==> config.mk <==
export PLATFORM = sky130hd
export DESIGN_NAME = fmbq_cell
export DESIGN_NICKNAME = d
export VERILOG_FILES = /design/src/design/fmbq_pkg.sv /design/src/design/fmbq_cell.sv
export SDC_FILE = /design/constraint.sdc
export NUM_CORES = 1
export LEC_CHECK = 0
export BUFFER_PORTS_ARGS = -buffer_cell sky130_fd_sc_hd__buf_2
export CORE_ASPECT_RATIO = 0.75
export CORE_MARGIN = 3
export CORE_UTILIZATION = 40
export CTS_CLUSTER_DIAMETER = 200
export DETAILED_ROUTE_END_ITERATION = 6
export PLACE_DENSITY = 0.89
export REMOVE_ABC_BUFFERS = 1
export SYNTH_ARGS = -nofsm -noshare
export SYNTH_HDL_FRONTEND = slang
export SYNTH_SLANG_ARGS = --single-unit
==> constraint.sdc <==
create_clock -name clk -period 4.5 [get_ports clk]
set_clock_uncertainty 0.05 [all_clocks]
set_input_delay 0 -clock clk [delete_from_list [all_inputs] [get_ports clk]]
set_output_delay 0 -clock clk [all_outputs]
set_load 0.01 [all_outputs]
==> src/design/fmbq_pkg.sv <==
// Shared constants and types of the front/middle/back queue.
`default_nettype none
package fmbq_pkg;

	localparam int WORD_W        = 32;
	localparam int OP_W          = 3;
	localparam int STATUS_W      = 2;
	localparam int DEPTH_DEFAULT = 64;
	// Cells whose taps are combined in the first level of the pop tree.
	localparam int GROUP_SIZE    = 8;

	localparam logic [OP_W-1:0] OP_PUSH_FRONT  = 3'd0;
	localparam logic [OP_W-1:0] OP_PUSH_MIDDLE = 3'd1;
	localparam logic [OP_W-1:0] OP_PUSH_BACK   = 3'd2;
	localparam logic [OP_W-1:0] OP_POP_FRONT   = 3'd3;
	localparam logic [OP_W-1:0] OP_POP_MIDDLE  = 3'd4;
	localparam logic [OP_W-1:0] OP_POP_BACK    = 3'd5;

	localparam logic [STATUS_W-1:0] ST_OK    = 2'd0;
	localparam logic [STATUS_W-1:0] ST_EMPTY = 2'd1;
	localparam logic [STATUS_W-1:0] ST_FULL  = 2'd2;

	typedef enum logic [1:0] {
		CELL_HOLD   = 2'd0,
		CELL_INSERT = 2'd1,
		CELL_REMOVE = 2'd2
	} cell_mode_t;

	typedef struct packed {
		cell_mode_t        mode;
		logic [WORD_W-1:0] word;
	} cell_ctrl_t;

endpackage
`default_nettype wire

==> src/design/fmbq_cell.sv <==
// One storage cell of the queue chain: holds, loads or shifts in from a neighbor.
`default_nettype none
module fmbq_cell #(
	parameter int IDX_W = 6,
	parameter int IDX   = 0
) (
	input  wire logic                        clk,
	input  wire fmbq_pkg::cell_ctrl_t        ctrl,
	input  wire logic [IDX_W-1:0]            pos,
	input  wire logic [fmbq_pkg::WORD_W-1:0] left,
	input  wire logic [fmbq_pkg::WORD_W-1:0] right,
	output logic      [fmbq_pkg::WORD_W-1:0] word,
	output logic      [fmbq_pkg::WORD_W-1:0] tap
);
	import fmbq_pkg::*;

	localparam logic [IDX_W-1:0] MY_IDX = IDX_W'(IDX);

	logic [WORD_W-1:0] word_q;
	logic [WORD_W-1:0] word_next;

	always_comb begin
		word_next = word_q;
		unique case (ctrl.mode)
			CELL_INSERT: begin
				if (MY_IDX == pos) begin
					word_next = ctrl.word;
				end else if (MY_IDX > pos) begin
					word_next = left;
				end
			end
			CELL_REMOVE: begin
				if (MY_IDX >= pos) begin
					word_next = right;
				end
			end
			default: begin
				word_next = word_q;
			end
		endcase
	end

	always_ff @(posedge clk) begin
		word_q <= word_next;
	end

	// Only the cell being removed drives its word toward the pop tree.
	assign tap  = (ctrl.mode == CELL_REMOVE && MY_IDX == pos) ? word_q : '0;
	assign word = word_q;

endmodule
`default_nettype wire

# Yosys cells after proc, flatten, opt, wreduce, memory -nomap -nowiden

Index checks and enable logic that the tools add are counted.
W data, S select, Z words.

Register bits: 32
Input bits: 105
Logic and storage cells: 16

Magnitude comparators: 2
Equal/unequal tests: 4
Multiplexer cells: 5
Reductions and logical operators: 4

Operators with widths:

| operator             | number |
|---|---|
| $mux W32             | 4 |
| $pmux W32 S2         | 1 |
| $ge A1 B6 Y1 const A | 1 |
| $gt A1 B6 Y1 const A | 1 |
| $logic_not A6 Y1     | 1 |
| $ne A3 B3 Y1 const B | 1 |
| $reduce_and A3 Y1    | 1 |
| $eq A2 B1 Y1 const B | 1 |
| $eq A2 B2 Y1 const B | 1 |
| $ne A2 B2 Y1 const B | 1 |
| $reduce_bool A2 Y1   | 1 |
| $logic_and A1 B1 Y1  | 1 |

# Depth between registers and ports, before layout

Depth after elaboration: 4
Depth in mapped cells: 6

# Worst setup path before layout

No wires, ideal clock.

Kind: input-to-reg
Start: input pos[5]
End: register word_q[0] (netlist: word[0]) (enable)
Setup time: 0.432 ns
Data arrival time: 2.747 ns
Required time: 4.018 ns
Path slack: 1.271 ns
Stages: 6
Path buffers: 3
Cells stage by stage: or4_4 > buf_6 > or2_1 > buf_6 > buf_6 > a21oi_1

Longest elaborated chain between the ends: 3
Elaborated cells on any way between the ends: 6
Classes of those cells: order compare: 2; eq/ne: 2; reduce/logical: 2

Ends and longest elaborated chain:

| item                                                   | line            | source |
|---|---|---|
| start: declaration                                     | fmbq_cell.sv:9  | `input wire logic [IDX_W-1:0] pos,` |
| $gt A1 B6 Y1, or another cell as far along             | fmbq_cell.sv:28 | `end else if (MY_IDX > pos) begin` |
| $ne A3 B3 Y1 (no line) or $ne A2 B2 Y1 (tied branches) | -               |  |
| $reduce_and A3 Y1 (no line) (*)                        | -               |  |
| end signal: assignment                                 | fmbq_cell.sv:44 | `word_q <= word_next;` |
| end: declaration                                       | fmbq_cell.sv:19 | `logic [WORD_W-1:0] word_q;` |

Mark *: on every way between the ends. The rest lies on a longest branch, timed or not.
A chain may end at the register's enable or synchronous reset.

# Worst setup path after layout

Start: input pos[5]
End: register word_q[11] (netlist: word[11]) (enable)

The elaborated chain is that of the path after synthesis.

==> metrics.md <==
| Metric | Value |
|---|---|
| Die area | around 6500 um^2 |
| Via count | 2,497 |
| CP max-delay cell | a21oi_4 |
| Clk pin slew, worst setup/hold paths | 60 ps |
| Crit-path max FO | 34 |
| Total grt overflow | 0 |
| CTS root buf | clkbuf_8 |
| Largest family of logic cells by synthesized area | compound AO/OA/AOI/OAI gates |
| Drt wl/cell | 15.4 um |
| Clock power share | 29.1% |
| Post-Synthesis Cell Area | 2220 um^2 |
| Total track usage | about 22% |
| Clk buf depth | 2 |
| Synthesized instance count | 229 |
| Flop pwr share | 48.3% |
| Synth top area share | 43.2% |
| Initial antenna violation count | 0 |
| Vias in the first global route | 2,508 |
| Complex-gate fraction of the synthesized area | 28.3% |
| Initial Util | 43.5% |
| Slew margin rel. | between 20% and 30% |
| Worst EP arrival | 2450 ps |
| Largest area contributor in the netlist | edfxtp_1 |
| Combinational group share of total power | 22.7% |
| Nets@finish | just over 500 |
| Share of layout cells above drive strength 1 | 51.1% |
| Max reg flops | 32 |
| Hold Path Cell Cnt | 3 |
| CTS tree | done |
| PostCTS Resize Cnt | 0 |
| Critical-path cell list | buf_2 -> or4_4 -> or2_2 -> a21oi_4 |
| Delay-heaviest family, CP | simple AND/OR/NAND/NOR gates |
| WS Path Type | input port to flip-flop |
| Vias/cell | around 5.2 |
| # diodes | 0 |
| P&R area growth vs syn | 54.8% |
| Num CTS Buffers | 5 |
| Num rows | 22 |
| Final GP Congestion | slightly above 0.7 |
| HPWL after detailed placement | ~4800 um |
| Setup TNS | 0 ps |
| Switching fraction of total power | 24.4% |
| Worst EP required | 4340 ps |
| Simple-gate share of the synthesized area | 21.9% |
| Hold Crit Start | left[12] |
| Pint | 0.000524 W |
| Yosys cell types | 14 |
| Pin count of the biggest net entering global routing | 66 |
| Sequential fraction of the synthesis area | 43.2% |
| Mux share of post-synthesis cell area | 0% |
| Ys Warns | 0 |
| WL final | approximately 7400 um |
| Period minus WS final | 2610 ps |
| CP max stage delay | about 890 ps |
| IO Pins | 169 |
| Crit. End Element | flip-flop |
| Final core occ | between 60 and 70% |
| Min-delay worst type | input port to flip-flop |
| Core area | 5120 um^2 |
| Post-route DRC | 0 |
| Pwr/cell area | 201 nW/um^2 |
| Die X | 92.1 um |
| Status | finished, final reports clean |
| CP Buf/Inv Count | 1 |
| Peak supply drop | between 0.1 and 0.15 mV |
| Worst-margin pin slew | 1190 ps |
| Hold EP | word[12] |
| Synth Area in Adders | 0% |
| ANT nets after route | 0 |
| Seq cells post-synth | 32 |
| 1st-iter DRT viols | 100 |
| P_leak | 1.70 nW |
| Setup-failing EPs final | 0 |
| Final Hold Violating Endpoints | 0 |
| RSZ-0062 raised after global routing | no |
| Post-synthesis xor/xnor area fraction | 0% |
| Port buffer count | around 170 |
| Net Switching | approximately 0.00017 W |
| Slew Viols, Final | 0 |
| Die height | 70.6 um |
| Worst setup SP type | input port |
| First-pass GRT wire length | 11,700 um |
| Top cells by area, synth | edfxtp_1 (43%), o211ai_2 (16%), o211ai_1 (12%) |
| Avg Inst Size Synth | 9.71 um^2 |
| CTS sink count | 32 |
| Max H-tree Level | 2 |
| Drt pass-1 iters | 4 |
| Max cap viols | 0 |
| FMAX | between 300 and 400 MHz |
| Final period utilization | 57.9% |
==> metal layers <==
layer / part of all wire, % / routed length [um] / global-route usage [%]
met1: 39 / 2930 / 24.5
met2: 51 / 3760 / 40.8
met3: 8.7 / 642 / 6.59
met4: 1.0 / 76 / 6.26
met5: 0 / 0 / 0
==> cells in the final DEF (no fill, tap or decap) <==
cell type / synthesis / routed
or4_4: 1 / 1
or2_2: 1 / 2
nor2b_4: 0 / 1
a21oi_4: 0 / 1
clkbuf_8: 0 / 5
o211ai_1: 35 / 35
dlygate4sd3_1: 0 / 33
o211ai_2: 29 / 29
buf_2: 0 / 168
edfxtp_1: 32 / 32
nand2b_1: 2 / 1
nand2b_2: 0 / 1
clkbuf_1: 24 / 2
nor2_2: 0 / 1
and3_1: 32 / 32
clkinv_1: 0 / 1
nand2_1: 64 / 64
==> synthesized netlist by cell type <==
library cell,n
o211ai_1,35
or4_4,1
or2_2,1
nor2_1,1
a21oi_1,1
edfxtp_1,32
and3_1,32
nand2_1,64
nor2b_1,1
clkbuf_1,24
buf_6,5
nand2b_1,2
o211ai_2,29
or2_1,1
==> tightest hold or removal path: stages <==
cell      delay (ps)
buf_2             70
o211ai_1          80
o211ai_2          70
==> per-stage QoR <==
| stage | hold slack (ps) | power (W) | std cells | instance area, um^2 | worst slack, ps |
|---|---|---|---|---|---|
| 2_1_floorplan | 156 | 0.000410 | 200 | 2080 | 794 |
| 3_3_place_gp | 245 | 0.000467 | 440 | 3030 | 1610 |
| 3_5_place_dp | 248 | 0.000472 | 440 | 3030 | 1570 |
| 4_1_cts | 1.04 | 0.000696 | 481 | 3440 | 1880 |
| 5_1_grt | 1.27 | 0.000727 | 481 | 3440 | 1750 |
| 6_report | 11.2 | 0.000692 | 481 | 3440 | 1890 |
==> area by class of cell <==
cell class | instances | area, um^2
clock buffer | 7 | 76.3
clock inverter | 1 | 3.75
fill | 403 | 1680
multi-input combinational | 168 | 1140
sequential | 32 | 961
tap | 72 | 90.1
timing repair buffer | 201 | 1170
==> cells by family after synthesis <==
logic type / after synthesis
flops: 32
buf+inv: 29
simple gates: 103
compound gates: 65
==> how the worst max path moves through the flow <==
stage	from	end	slack (ps)	cells after the start
after detailed placement	pos[5]	word[12]	1570	4
after global routing	pos[5]	word[15]	1750	4
after floorplan	pos[5]	word[0]	790	3
after CTS	pos[5]	word[12]	1880	4
after global placement	pos[5]	word[15]	1610	4
final	pos[5]	word[11]	1890	4
==> power groups by stage <==
stage	Sequential (W)	Combinational, W	Clock (W)
final	0.000334	0.000157	0.000201
after global routing	0.000334	0.000172	0.000221
after CTS	0.000334	0.000154	0.000208
after detailed placement	0.000340	0.000132	0
after global placement	0.000340	0.000127	0
after floorplan	0.000341	0.0000684	0
==> repair_timing <==
item,CTS,global route
hold buffers,33,0
hold endpoints to repair,31,0
setup endpoints to repair,0,0
buffers inserted,0,0
No activity file was read; power rests on OpenSTA's default activity.
